<file path="src/hdl/neighbor_table_with_aging_core_macros.svh">
// ----------------------------------------------------------------------------
// Neighbor table assertion macros
// Shared concurrent assertion forms, clocked on clk and disabled while rst_n is low.
// ----------------------------------------------------------------------------
`ifndef NEIGHBOR_TABLE_WITH_AGING_CORE_MACROS_SVH
`define NEIGHBOR_TABLE_WITH_AGING_CORE_MACROS_SVH

// Check a consequence in the same cycle as its trigger
`define NTA_ASSERT_SAME(label, ante, cons, msg) \
  label: assert property (@(posedge clk) disable iff (!rst_n) (ante) |-> (cons)) \
    else $error(msg);

// Check a consequence in the cycle after its trigger
`define NTA_ASSERT_NEXT(label, ante, cons, msg) \
  label: assert property (@(posedge clk) disable iff (!rst_n) (ante) |=> (cons)) \
    else $error(msg);

`endif

</file>
<file path="src/hdl/nta_pkg.sv">
// ----------------------------------------------------------------------------
// Neighbor table package
// Command, status and slot state codes, the stored slot word and mask helper.
// ----------------------------------------------------------------------------
package nta_pkg;

  // Commands
  localparam logic [2:0] CMD_HEARD  = 3'd0;
  localparam logic [2:0] CMD_AGE    = 3'd1;
  localparam logic [2:0] CMD_SETBIT = 3'd2;
  localparam logic [2:0] CMD_LOOKUP = 3'd3;
  localparam logic [2:0] CMD_READ   = 3'd4;

  // Result status
  localparam logic [2:0] STS_DONE     = 3'd0;
  localparam logic [2:0] STS_ADDED    = 3'd1;
  localparam logic [2:0] STS_FULL     = 3'd2;
  localparam logic [2:0] STS_NOTFOUND = 3'd3;
  localparam logic [2:0] STS_BADIDX   = 3'd4;

  // Slot states
  localparam logic [1:0] ENT_DISC  = 2'd0;
  localparam logic [1:0] ENT_NOBIT = 2'd1;
  localparam logic [1:0] ENT_CONN  = 2'd2;

  // One slot as held in the slot memory
  typedef struct packed {
    logic [7:0]  bitn;
    logic [31:0] contact;
    logic [31:0] name;
  } word_t;

  // One-hot 16-bit mask; slots at 16 and above have no bit
  function automatic logic [15:0] onehot16(input logic [4:0] idx);
    logic [15:0] m;
    m = idx[4] ? 16'h0000 : (16'h0001 << idx[3:0]);
    return m;
  endfunction

endpackage

</file>
<file path="src/hdl/nta_ram.sv">
// ----------------------------------------------------------------------------
// Generic single-port-write RAM
// One write port and one read port; read data registered.
// ----------------------------------------------------------------------------
module nta_ram #(
  parameter int WIDTH = 8,
  parameter int DEPTH = 16,
  localparam int AW = (DEPTH > 1) ? $clog2(DEPTH) : 1
) (
  input  logic             clk,
  input  logic             we,
  input  logic [AW-1:0]    waddr,
  input  logic [WIDTH-1:0] wdata,
  input  logic             re,
  input  logic [AW-1:0]    raddr,
  output logic [WIDTH-1:0] rdata
);

  logic [WIDTH-1:0] mem [DEPTH];

  // Write port
  always_ff @(posedge clk) begin
    if (we) begin
      mem[waddr] <= wdata;
    end
  end

  // Registered read port
  always_ff @(posedge clk) begin
    if (re) begin
      rdata <= mem[raddr];
    end
  end

endmodule

</file>
<file path="src/hdl/neighbor_table_with_aging_core.sv">
// Sequence: an input transfer starts the slot scan, one slot memory read per
//   cycle, then the drain and write-back states, then the result; in_stall
//   stays high until the result is loaded, so a new command waits for it.
// Reset: synchronous rst_n clears slot states, written flags and control at
//   once; max_silence returns to all ones. No clearing pass is needed.
// ----------------------------------------------------------------------------
// Neighbor table with timeout aging
// Scans slot memory for name match, free slot, aging and read, then writes
// the chosen slot back for heard and set commands and returns one result per command.
// ----------------------------------------------------------------------------
`include "neighbor_table_with_aging_core_macros.svh"

module neighbor_table_with_aging_core #(
  parameter int NUM_SLOTS = 16
) (
  input  logic        clk,
  input  logic        rst_n,
  // Command channel
  input  logic        in_valid,
  output logic        in_stall,
  input  logic [2:0]  in_cmd,
  input  logic [31:0] in_neighbor_name,
  input  logic [31:0] in_time_now,
  input  logic [7:0]  in_bit_number,
  input  logic [4:0]  in_slot_index,
  // Result channel
  output logic        out_valid,
  input  logic        out_stall,
  output logic [2:0]  out_status,
  output logic [15:0] out_slot_mask,
  output logic [1:0]  out_entry_state,
  output logic [7:0]  out_multicast_bit,
  output logic [31:0] out_name_out,
  output logic [15:0] out_live_mask,
  // Configuration port
  input  logic        cfg_psel,
  input  logic        cfg_penable,
  input  logic        cfg_pwrite,
  input  logic [2:0]  cfg_paddr,
  input  logic [31:0] cfg_pwdata,
  output logic [31:0] cfg_prdata,
  output logic        cfg_pready
);

  localparam int IW = (NUM_SLOTS > 1) ? $clog2(NUM_SLOTS) : 1;
  localparam int WW = $bits(nta_pkg::word_t);
  localparam logic [IW-1:0] LAST = IW'(NUM_SLOTS - 1);

  localparam logic [2:0] ST_IDLE   = 3'd0;
  localparam logic [2:0] ST_SCAN   = 3'd1;
  localparam logic [2:0] ST_DRAIN  = 3'd2;
  localparam logic [2:0] ST_DECIDE = 3'd3;
  localparam logic [2:0] ST_OUT    = 3'd4;

  // Word seen for a slot that was never written
  nta_pkg::word_t reset_word;
  assign reset_word = '{bitn: 8'(NUM_SLOTS), contact: 32'h0, name: 32'h0};

  // --------------------------------------------------------------------------
  // Configuration register
  logic [31:0] max_silence_r;

  assign cfg_pready = 1'b1;
  assign cfg_prdata = cfg_paddr[2] ? 32'h0 : max_silence_r;

  always_ff @(posedge clk) begin
    if (!rst_n) begin
      max_silence_r <= 32'hFFFF_FFFF;
    end else if (cfg_psel && cfg_penable && cfg_pwrite && cfg_pready && !cfg_paddr[2]) begin
      max_silence_r <= cfg_pwdata;
    end
  end

  // --------------------------------------------------------------------------
  // Control and slot state
  logic [2:0]           fsm_r, fsm_nxt;
  logic [IW-1:0]        cnt_r, cnt_nxt;
  logic                 rd_vld_r;
  logic [IW-1:0]        rd_idx_r;
  logic [1:0]           state_r [NUM_SLOTS];
  logic [NUM_SLOTS-1:0] wr_r;

  // Captured command
  logic [2:0]  cmd_r;
  logic [31:0] name_r;
  logic [31:0] now_r;
  logic [7:0]  bitn_r;
  logic [4:0]  idx_r;

  // Scan results
  logic           found_r, free_found_r;
  logic [IW-1:0]  hit_idx_r, free_idx_r;
  nta_pkg::word_t hit_word_r, free_word_r, rd_word_r;
  logic [1:0]     hit_state_r, rd_state_r;

  // Result awaiting the output register
  logic [2:0]  res_status_r, res_status_nxt;
  logic [15:0] res_mask_r, res_mask_nxt;
  logic [1:0]  res_state_r, res_state_nxt;
  logic [7:0]  res_mbit_r, res_mbit_nxt;
  logic [31:0] res_name_r, res_name_nxt;

  // Output register
  logic        out_valid_r;
  logic [2:0]  out_status_r;
  logic [15:0] out_mask_r;
  logic [1:0]  out_state_r;
  logic [7:0]  out_mbit_r;
  logic [31:0] out_name_r;
  logic [15:0] out_live_r;

  // Memory ports
  logic           ram_we;
  logic [IW-1:0]  ram_waddr;
  nta_pkg::word_t ram_wdata;
  logic           ram_re;
  logic [WW-1:0]  ram_q;

  logic           in_xfer;
  logic           out_load;
  nta_pkg::word_t scan_word;
  logic           scan_live;
  logic [31:0]    elapsed;
  logic           idx_ok;
  logic [15:0]    live_mask;

  assign in_stall = (fsm_r != ST_IDLE);
  assign in_xfer  = in_valid && !in_stall;
  assign out_load = (fsm_r == ST_OUT) && (!out_valid_r || !out_stall);

  // Slot under inspection this cycle
  assign scan_word = wr_r[rd_idx_r] ? nta_pkg::word_t'(ram_q) : reset_word;
  assign scan_live = (state_r[rd_idx_r] != nta_pkg::ENT_DISC);
  assign elapsed   = now_r - scan_word.contact;
  assign idx_ok    = (6'(idx_r) < 6'(NUM_SLOTS));

  // Live mask over the first sixteen slots
  for (genvar g = 0; g < 16; g++) begin : g_live
    if (g < NUM_SLOTS) begin : g_have
      assign live_mask[g] = (state_r[g] != nta_pkg::ENT_DISC);
    end else begin : g_none
      assign live_mask[g] = 1'b0;
    end
  end

  // Sequencer
  always_comb begin
    fsm_nxt = fsm_r;
    cnt_nxt = cnt_r;
    ram_re  = 1'b0;
    case (fsm_r)
      ST_IDLE: begin
        cnt_nxt = '0;
        if (in_xfer) begin
          fsm_nxt = ST_SCAN;
        end
      end
      ST_SCAN: begin
        ram_re = 1'b1;
        if (cnt_r == LAST) begin
          fsm_nxt = ST_DRAIN;
        end else begin
          cnt_nxt = cnt_r + 1'b1;
        end
      end
      ST_DRAIN:  fsm_nxt = ST_DECIDE;
      ST_DECIDE: fsm_nxt = ST_OUT;
      ST_OUT: begin
        if (out_load) begin
          fsm_nxt = ST_IDLE;
        end
      end
      default: fsm_nxt = ST_IDLE;
    endcase
  end

  // Write-back of the chosen slot; the scan never reads while this writes
  always_comb begin
    ram_we    = 1'b0;
    ram_waddr = hit_idx_r;
    ram_wdata = hit_word_r;
    if (fsm_r == ST_DECIDE) begin
      case (cmd_r)
        nta_pkg::CMD_HEARD: begin
          if (found_r) begin
            ram_we            = 1'b1;
            ram_wdata.contact = now_r;
          end else if (free_found_r) begin
            ram_we    = 1'b1;
            ram_waddr = free_idx_r;
            ram_wdata = '{bitn: free_word_r.bitn, contact: now_r, name: name_r};
          end
        end
        nta_pkg::CMD_SETBIT: begin
          if (found_r) begin
            ram_we         = 1'b1;
            ram_wdata.bitn = bitn_r;
          end
        end
        default: ram_we = 1'b0;
      endcase
    end
  end

  // Form the result from the scan
  always_comb begin
    res_status_nxt = nta_pkg::STS_DONE;
    res_mask_nxt   = 16'h0;
    res_state_nxt  = nta_pkg::ENT_DISC;
    res_mbit_nxt   = 8'h0;
    res_name_nxt   = 32'h0;
    case (cmd_r)
      nta_pkg::CMD_HEARD: begin
        if (found_r) begin
          res_mask_nxt  = nta_pkg::onehot16(5'(hit_idx_r));
          res_state_nxt = hit_state_r;
        end else if (free_found_r) begin
          res_status_nxt = nta_pkg::STS_ADDED;
          res_mask_nxt   = nta_pkg::onehot16(5'(free_idx_r));
          res_state_nxt  = nta_pkg::ENT_NOBIT;
        end else begin
          res_status_nxt = nta_pkg::STS_FULL;
        end
      end
      nta_pkg::CMD_SETBIT: begin
        if (found_r) begin
          res_mask_nxt  = nta_pkg::onehot16(5'(hit_idx_r));
          res_state_nxt = nta_pkg::ENT_CONN;
        end else begin
          res_status_nxt = nta_pkg::STS_NOTFOUND;
        end
      end
      nta_pkg::CMD_LOOKUP: begin
        if (found_r) begin
          res_mask_nxt  = nta_pkg::onehot16(5'(hit_idx_r));
          res_state_nxt = hit_state_r;
          if (hit_state_r == nta_pkg::ENT_CONN) begin
            res_mbit_nxt = hit_word_r.bitn;
          end
        end else begin
          res_status_nxt = nta_pkg::STS_NOTFOUND;
        end
      end
      nta_pkg::CMD_READ: begin
        if (idx_ok) begin
          res_state_nxt = rd_state_r;
          res_mbit_nxt  = rd_word_r.bitn;
          res_name_nxt  = rd_word_r.name;
        end else begin
          res_status_nxt = nta_pkg::STS_BADIDX;
        end
      end
      default: res_status_nxt = nta_pkg::STS_DONE;
    endcase
  end

  always_ff @(posedge clk) begin
    if (!rst_n) begin
      fsm_r       <= ST_IDLE;
      cnt_r       <= '0;
      rd_vld_r    <= 1'b0;
      wr_r        <= '0;
      out_valid_r <= 1'b0;
      for (int i = 0; i < NUM_SLOTS; i++) begin
        state_r[i] <= nta_pkg::ENT_DISC;
      end
    end else begin
      fsm_r    <= fsm_nxt;
      cnt_r    <= cnt_nxt;
      rd_vld_r <= ram_re;

      // Age: drop live slots silent for too long
      if (rd_vld_r && (cmd_r == nta_pkg::CMD_AGE) && scan_live &&
          (elapsed > max_silence_r)) begin
        state_r[rd_idx_r] <= nta_pkg::ENT_DISC;
      end

      // Slot state and written flag updates at write-back
      if (fsm_r == ST_DECIDE) begin
        if (cmd_r == nta_pkg::CMD_HEARD && !found_r && free_found_r) begin
          state_r[free_idx_r] <= nta_pkg::ENT_NOBIT;
          wr_r[free_idx_r]    <= 1'b1;
        end
        if (cmd_r == nta_pkg::CMD_SETBIT && found_r) begin
          state_r[hit_idx_r] <= nta_pkg::ENT_CONN;
          wr_r[hit_idx_r]    <= 1'b1;
        end
      end

      // Output handshake
      if (out_load) begin
        out_valid_r <= 1'b1;
      end else if (out_valid_r && !out_stall) begin
        out_valid_r <= 1'b0;
      end
    end
  end

  // Capture, scan and result payload
  always_ff @(posedge clk) begin
    rd_idx_r <= cnt_r;

    if (in_xfer) begin
      cmd_r        <= in_cmd;
      name_r       <= in_neighbor_name;
      now_r        <= in_time_now;
      bitn_r       <= in_bit_number;
      idx_r        <= in_slot_index;
      found_r      <= 1'b0;
      free_found_r <= 1'b0;
    end

    // Track the first live match, the first free slot and the read slot
    if (rd_vld_r) begin
      if (scan_live && (scan_word.name == name_r) && !found_r) begin
        found_r     <= 1'b1;
        hit_idx_r   <= rd_idx_r;
        hit_word_r  <= scan_word;
        hit_state_r <= state_r[rd_idx_r];
      end
      if (!scan_live && !free_found_r) begin
        free_found_r <= 1'b1;
        free_idx_r   <= rd_idx_r;
        free_word_r  <= scan_word;
      end
      if (5'(rd_idx_r) == idx_r) begin
        rd_word_r  <= scan_word;
        rd_state_r <= state_r[rd_idx_r];
      end
    end

    // Hold the result at write-back
    if (fsm_r == ST_DECIDE) begin
      res_status_r <= res_status_nxt;
      res_mask_r   <= res_mask_nxt;
      res_state_r  <= res_state_nxt;
      res_mbit_r   <= res_mbit_nxt;
      res_name_r   <= res_name_nxt;
    end

    // Load the output register; live mask reflects the updated states
    if (out_load) begin
      out_status_r <= res_status_r;
      out_mask_r   <= res_mask_r;
      out_state_r  <= res_state_r;
      out_mbit_r   <= res_mbit_r;
      out_name_r   <= res_name_r;
      out_live_r   <= live_mask;
    end
  end

  nta_ram #(
    .WIDTH (WW),
    .DEPTH (NUM_SLOTS)
  ) u_slot_ram (
    .clk   (clk),
    .we    (ram_we),
    .waddr (ram_waddr),
    .wdata (ram_wdata),
    .re    (ram_re),
    .raddr (cnt_r),
    .rdata (ram_q)
  );

  assign out_valid         = out_valid_r;
  assign out_status        = out_status_r;
  assign out_slot_mask     = out_mask_r;
  assign out_entry_state   = out_state_r;
  assign out_multicast_bit = out_mbit_r;
  assign out_name_out      = out_name_r;
  assign out_live_mask     = out_live_r;

  // --------------------------------------------------------------------------
  // Assertions
  `NTA_ASSERT_SAME(a_write_only_decide, ram_we, fsm_r == ST_DECIDE, "slot write outside write-back")
  `NTA_ASSERT_SAME(a_read_only_scan, rd_vld_r, fsm_r == ST_SCAN || fsm_r == ST_DRAIN, "read data outside scan")
  `NTA_ASSERT_NEXT(a_decide_to_out, fsm_r == ST_DECIDE, fsm_r == ST_OUT, "write-back not followed by result")
  `NTA_ASSERT_NEXT(a_no_spurious_result, !out_valid_r && fsm_r != ST_OUT, !out_valid_r, "result without command")

endmodule

</file>
<file path="config.mk">
export PLATFORM = sky130hd
export DESIGN_NAME = neighbor_table_with_aging_core
export DESIGN_NICKNAME = d
export VERILOG_FILES = /design/src/hdl/nta_pkg.sv /design/src/hdl/nta_ram.sv /design/src/hdl/neighbor_table_with_aging_core.sv
export VERILOG_INCLUDE_DIRS = /design/src /design/src/hdl
export SDC_FILE = /design/constraint.sdc
export NUM_CORES = 2
export LEC_CHECK = 0
export ABC_CLOCK_PERIOD_IN_PS = 8020
export CAP_MARGIN = 10
export CORE_ASPECT_RATIO = 0.8
export CORE_MARGIN = 5
export CORE_UTILIZATION = 30
export CTS_BUF_LIST = sky130_fd_sc_hd__clkbuf_4
export DETAILED_ROUTE_END_ITERATION = 12
export DONT_BUFFER_PORTS = 1
export HOLD_SLACK_MARGIN = 0.03
export SYNTH_ARGS = -nofsm -noshare
export SYNTH_HDL_FRONTEND = slang
export SYNTH_HIERARCHICAL = 1
export SYNTH_SLANG_ARGS = --single-unit
</file>
<file path="constraint.sdc">
create_clock -name clk -period 8.02 [get_ports clk]
set_clock_uncertainty 0.05 [all_clocks]
set_input_delay 1.604 -clock clk [delete_from_list [all_inputs] [get_ports clk]]
set_output_delay 1.604 -clock clk [all_outputs]
set_load 0.05 [all_outputs]
</file>
; Word level (Yosys, flattened, before mapping)
; Memory sizes are Yosys's and may differ from the RTL's. A register that Yosys moved wholly into a read port is not among the register bits.
; Cells that the tools add are included.
[totals]
regBits = 413
ram_bits = 1184
input_bits = 122
output_inout_bits = 112
elab_cells = 209
memories = 2
[memory_table]
columns = memory, depth, word_bits, read_ports, rd_ports_with_merged_regs, write_ports, line_no
row1 = u_slot_ram.mem, 16, 72, 1, 1, 1, nta_ram.sv:19  ; logic [WIDTH-1:0] mem [DEPTH];
row2 = state_r, 16, 2, 17, 1, 16, neighbor_table_with_aging_core.sv:80  ; logic [1:0] state_r [NUM_SLOTS];
[op_classes]
addsub = 2
n_lt_le_gt_ge = 7
n_eq_ne = 16
shifts = 2
n_mux = 86
n_bitwise = 2
n_reduce_logical = 57
[ops]
columns = operator, n
row1 = $mux W72, 3
row2 = $mux W16, 7
row3 = $mux W32, 3
row4 = $mux W64, 1
row5 = $mux W8, 5
row6 = $reduce_bool A2 Y1, 19
row7 = $mux W1, 34
row8 = $eq A32 B32 Y1, 1
row9 = $gt A32 B32 Y1, 1
row10 = $mux W4, 8
row11 = $or A16 B16 Y16, 2
row12 = $pmux W16 S2, 1
row13 = $pmux W8 S2, 2
row14 = $shl A1 B4 Y16 const A, 2
row15 = $sub A32 B32 Y32, 1
row16 = $mux W2, 10
row17 = $logic_and A1 B1 Y1, 17
row18 = $lt A4 B5 Y1 const B, 3
row19 = $pmux W3 S5, 1
row20 = $eq A3 B2 Y1 const B, 4
row21 = $mux W3, 4
row22 = $reduce_and A2 Y1, 5
row23 = $pmux W3 S3, 1
row24 = $demux W1 S4, 2
row25 = 19 further kinds, 35

; Longest topological paths before layout
[logic_depth]
ltp_word = 13
mapped_depth = 28
mapped_depth_nobuf = 25

; Hierarchy
; The synthesis kept the hierarchy.
[modules_own_cells]
columns = mod, instances, cells_each, area_per_inst_um2, seq_area_each_um2
row1 = nta_ram, 1, 1850, 45270.9, 36755.3
row2 = neighbor_table_with_aging_core, 1, 1621, 20074.3, 12732.2

; Worst setup path before layout
; No wires, ideal clock.
[synth_path]
path_type = reg-to-reg
start = register cmd_r[1]
end = memory u_slot_ram/mem[0][0] in the netlist's numbering, enable pin
setup_time_ps = 591
t_arrival_ps = 7227
required_ps = 7379
setup_slack_ps = 152
path_stages_with_launch = 10
n_path_buf = 3
period_less_slack_ps = 7868
cell_sequence = edfxtp_1 clkbuf_1 nor2_1 and3_1 clkbuf_1 nand2_1 clkbuf_1 mux2_2 or3b_2 nor3_1
[synth_via]
word_cells_on_any_way = 8
cone_classes = 1 x eq/ne / 6 x mux / 1 x reduce/logical
[synth_rtl]
columns = item, line_no
row1 = "start, declared", neighbor_table_with_aging_core.sv:84  ; logic [2:0] cmd_r;
row2 = "start signal, assigned", neighbor_table_with_aging_core.sv:304  ; cmd_r <= in_cmd;
row3 = $logic_not A3 Y1, neighbor_table_with_aging_core.sv:183  ; case (cmd_r)
row4 = $mux W4, neighbor_table_with_aging_core.sv:183
row5 = $mux W4, neighbor_table_with_aging_core.sv:182  ; if (fsm_r == ST_DECIDE) begin
row6 = net ram_waddr[3], neighbor_table_with_aging_core.sv:114  ; logic [IW-1:0] ram_waddr;
row7 = "end, declared", nta_ram.sv:19
; The timed path passes the listed nets, and every way through them passes these cells.

==> run_results.csv <==
group,metric,value,unit
outcome,status,"finished, final reports clean",
yosys,avgSynthCellArea,18.8,um^2
timing,rsz0062_at_grt,"no",
cts,cts_hold_buf,0,
routing,drt-initial-drc-count,3583,
min_path,holdCritStartpoint,"in_neighbor_name[4]",
timing,final_hold_viol_count,0,
cts,clock_path_buffers,4,
cts,clockRootBuffer,"clkbuf_4",
power_and_ir_drop,pwr-share-seq,54.9,%
die,die_area,227000,um^2
routing,drt.antenna.violating_nets,0,
yosys,ys.flop_type,"edfxtp_1",
cts,post_cts_buffers,0,
global_route,grt_pass1_wl,241,mm
job,cap_violations,0,
place,dpl.cell_count,6253,
global_route,grt-ovfl-total,0,
place,io_buffers,0,
setup_path,crit_buf_inv,4,
setup_path,timing_worst_setup_path_type,"reg -> reg",
yosys,yosys_register_bits,1669,
routing,post_drt_wl_per_cell,24.0,um
setup_path,critPathMaxFanout,14,
timing,fin_crit,7.43,ns
yosys,syn_nets,3659,
timing,hold_slack,0.274,ns
setup_path,start_kind,"flop",
power_and_ir_drop,p_clk_share,39.4,%
yosys,async_flop_share,0,%
layout,postLayoutCellArea,74300,um^2
die,core_area,217000,um^2
yosys,syn_area,65300,um^2
cts,cts_tree,"done",
setup_path,end_kind,"flop",
global_route,grt_pass1_vias,35000,
cts,insertion_delay,1.38,ns
timing,fmax,0.135,GHz
place,placed_area,69100,um^2
setup_path,arrival,8.34,ns
layout,final_cell_mix,"1606 x edfxtp_1, 630 x clkbuf_4, 296 x mux4_2, 215 x nand2_1, 164 x a22oi_1",
power_and_ir_drop,power_switching,0.00405,W
die,num_io_pins,234,
layout,final_common_cell,"edfxtp_1",
global_route,grt_usage,14.4,%
setup_path,worst_path_max_delay_cell,"dfxtp_2",
yosys,syn_inst,3471,
cts,cts_made_buffers,431,
layout,synthToLayoutAreaGrowth,13.8,%
layout,drive_gt1_share,28.1,%
yosys,synth_edf_count,1606,
place,place_ws,0.453,ns
setup_path,worstPathRequired,8.93,ns
yosys,synth_area_leaders,"edfxtp_1 74%, mux4_2 10%, dfxtp_1 1.9%",
power_and_ir_drop,vdd_drop_max,0.112,mV
routing,vias,34800,
yosys,yosys_warnings,6,
routing,routed_wl,168,mm
routing,via_per_inst,4.98,
setup_path,slowest_delay,0.56,ns
timing,period_share,92.7,%
yosys,ys_seq_area_share,75.7,%
place,place_congestion,0.833,
power_and_ir_drop,p_int,0.0137,W
yosys,yosys.area.top_type,"edfxtp_1",
setup_path,startpoint,"rd_idx_r[2]",
yosys,synth_top_area_share,73.8,%
yosys,netlist-cell-type-count,81,
cts,cts.repair.resized,0,
die,row_count,153,
die,die_h,427,um
power_and_ir_drop,power.density,239,nW/um^2
cts,clk_pin_slew,0.06,ns
die,die_w,532,um
routing,drc_errors,0,
power_and_ir_drop,p_sw_share,22.8,%
die,initial_core_util,30.1,%
timing,slew_viol_final,0,
layout,stdcell_count,6994,
cts,clock-sinks,1669,
timing,tightestPinTransition,1.27,ns
min_path,hold_path_class,"in -> reg",
power_and_ir_drop,combPwrFrac,5.7,%
setup_path,cp_top_family,"compound AO/OA/AOI/OAI gates",
power_and_ir_drop,total_leakage_power,23.9,nW
layout,fin_nets,4007,
timing,slew_headroom,15.0,%
timing,setup_viol,0,
setup_path,regToRegStartpoint,"rd_idx_r[2]",
global_route,antenna_found_initial,24,
timing,worst_slack,0.586,ns
routing,firstDrtPassIters,5,
cts,ctsHtreeMaxLevel,5,
timing,tns,0,ns
global_route,grt_start_max_net_pins,136,
place,hpwlAfterDp,91.8,mm
## final cells by class
cell class	instances	area (um^2)
Clock buffer	630	4730
Fill cell	20600	143000
Clock inverter	90	470
Inverter	99	374
Tap cell	2867	3590
Sequential cell	1669	49500
Antenna cell	21	52.6
Multi-Input combinational cell	1538	14900
Timing Repair Buffer	80	763
## Yosys cell counts, drive strengths merged, types with 22 or more instances
cell / count
mux2: 64
nor2: 159
and2: 70
inv: 99
o21ai: 83
nor3: 28
o211ai: 34
ha: 65
a22oi: 164
a21oi: 53
nand2: 216
clkbuf: 107
or2: 22
dfxtp: 63
mux4: 296
nand3: 26
edfxtp: 1606
buf: 58
xnor2: 29
nor2b: 25
## per-stage QoR
step | util [%] | power [W]
final | 34.2 | 0.0177
after floorplan | - | 0.0106
after CTS | 34.2 | 0.0180
after detailed placement | 31.8 | 0.0109
after global routing | 34.2 | 0.0186
after global placement | 31.8 | 0.0109
## per-layer routing
layer  track usage, %  part of all wire (%)  vias to the layer above
met2             23.2                    48                     1356
met4             4.40                   2.3                       16
met5                0                 0.050                        -
met3             3.89                   7.8                      272
li1                 -                     -                    14900
met1             19.0                    42                    18300
## power groups by stage
| stage | Clock, W | Sequential [W] | Combinational (W) |
|---|---|---|---|
| final | 0.00699 | 0.00974 | 0.00101 |
| after CTS | 0.00721 | 0.00974 | 0.00102 |
| after global routing | 0.00771 | 0.00974 | 0.00110 |
| after floorplan | 0 | 0.00986 | 0.000786 |
| after detailed placement | 0 | 0.00993 | 0.00101 |
| after global placement | 0 | 0.00993 | 0.00101 |
## kinds of logic (layout without fill, tap and decap cells)
| family | Yosys count | after routing | share of synthesized area [%] |
|---|---|---|---|
| buf+inv | 264 | 899 | 1.85 |
| other cells | 1 | 22 | 0.00574 |
| compound gates | 442 | 442 | 4.67 |
| flops | 1669 | 1669 | 75.7 |
| fa+ha+maj | 66 | 66 | 1.28 |
| mux | 372 | 372 | 11.5 |
| simple gates | 616 | 616 | 4.43 |
| xor+xnor | 41 | 41 | 0.550 |
## path summary, 6_finish.rpt
check	endpoint	slack [ns]	cells after the start
max	state_r[10][0]	0.59	26
min	name_r[4]	0.27	0
max reg2reg	state_r[10][0]	0.59	26
min reg2reg	out_name_out[15]	0.37	0
## sequential cells by signal (all words and copies together) (netlist names), 4 cells and up
register and flops:
bitn_r 8, cnt_r 4, free_idx_r 4, free_word_r 8
hit_idx_r 4, hit_word_r 72, idx_r 5, max_silence_r 32
name_r 32, now_r 32, out_live_mask 16, out_multicast_bit 8
out_name_out 32, out_slot_mask 16, rd_idx_r 4, rd_word_r 40
res_mask_r 16, res_mbit_r 8, res_name_r 32, state_r 32
u_slot_ram/mem 1152, u_slot_ram/rdata 72, wr_r 16
(Power assumes the default switching activity.)
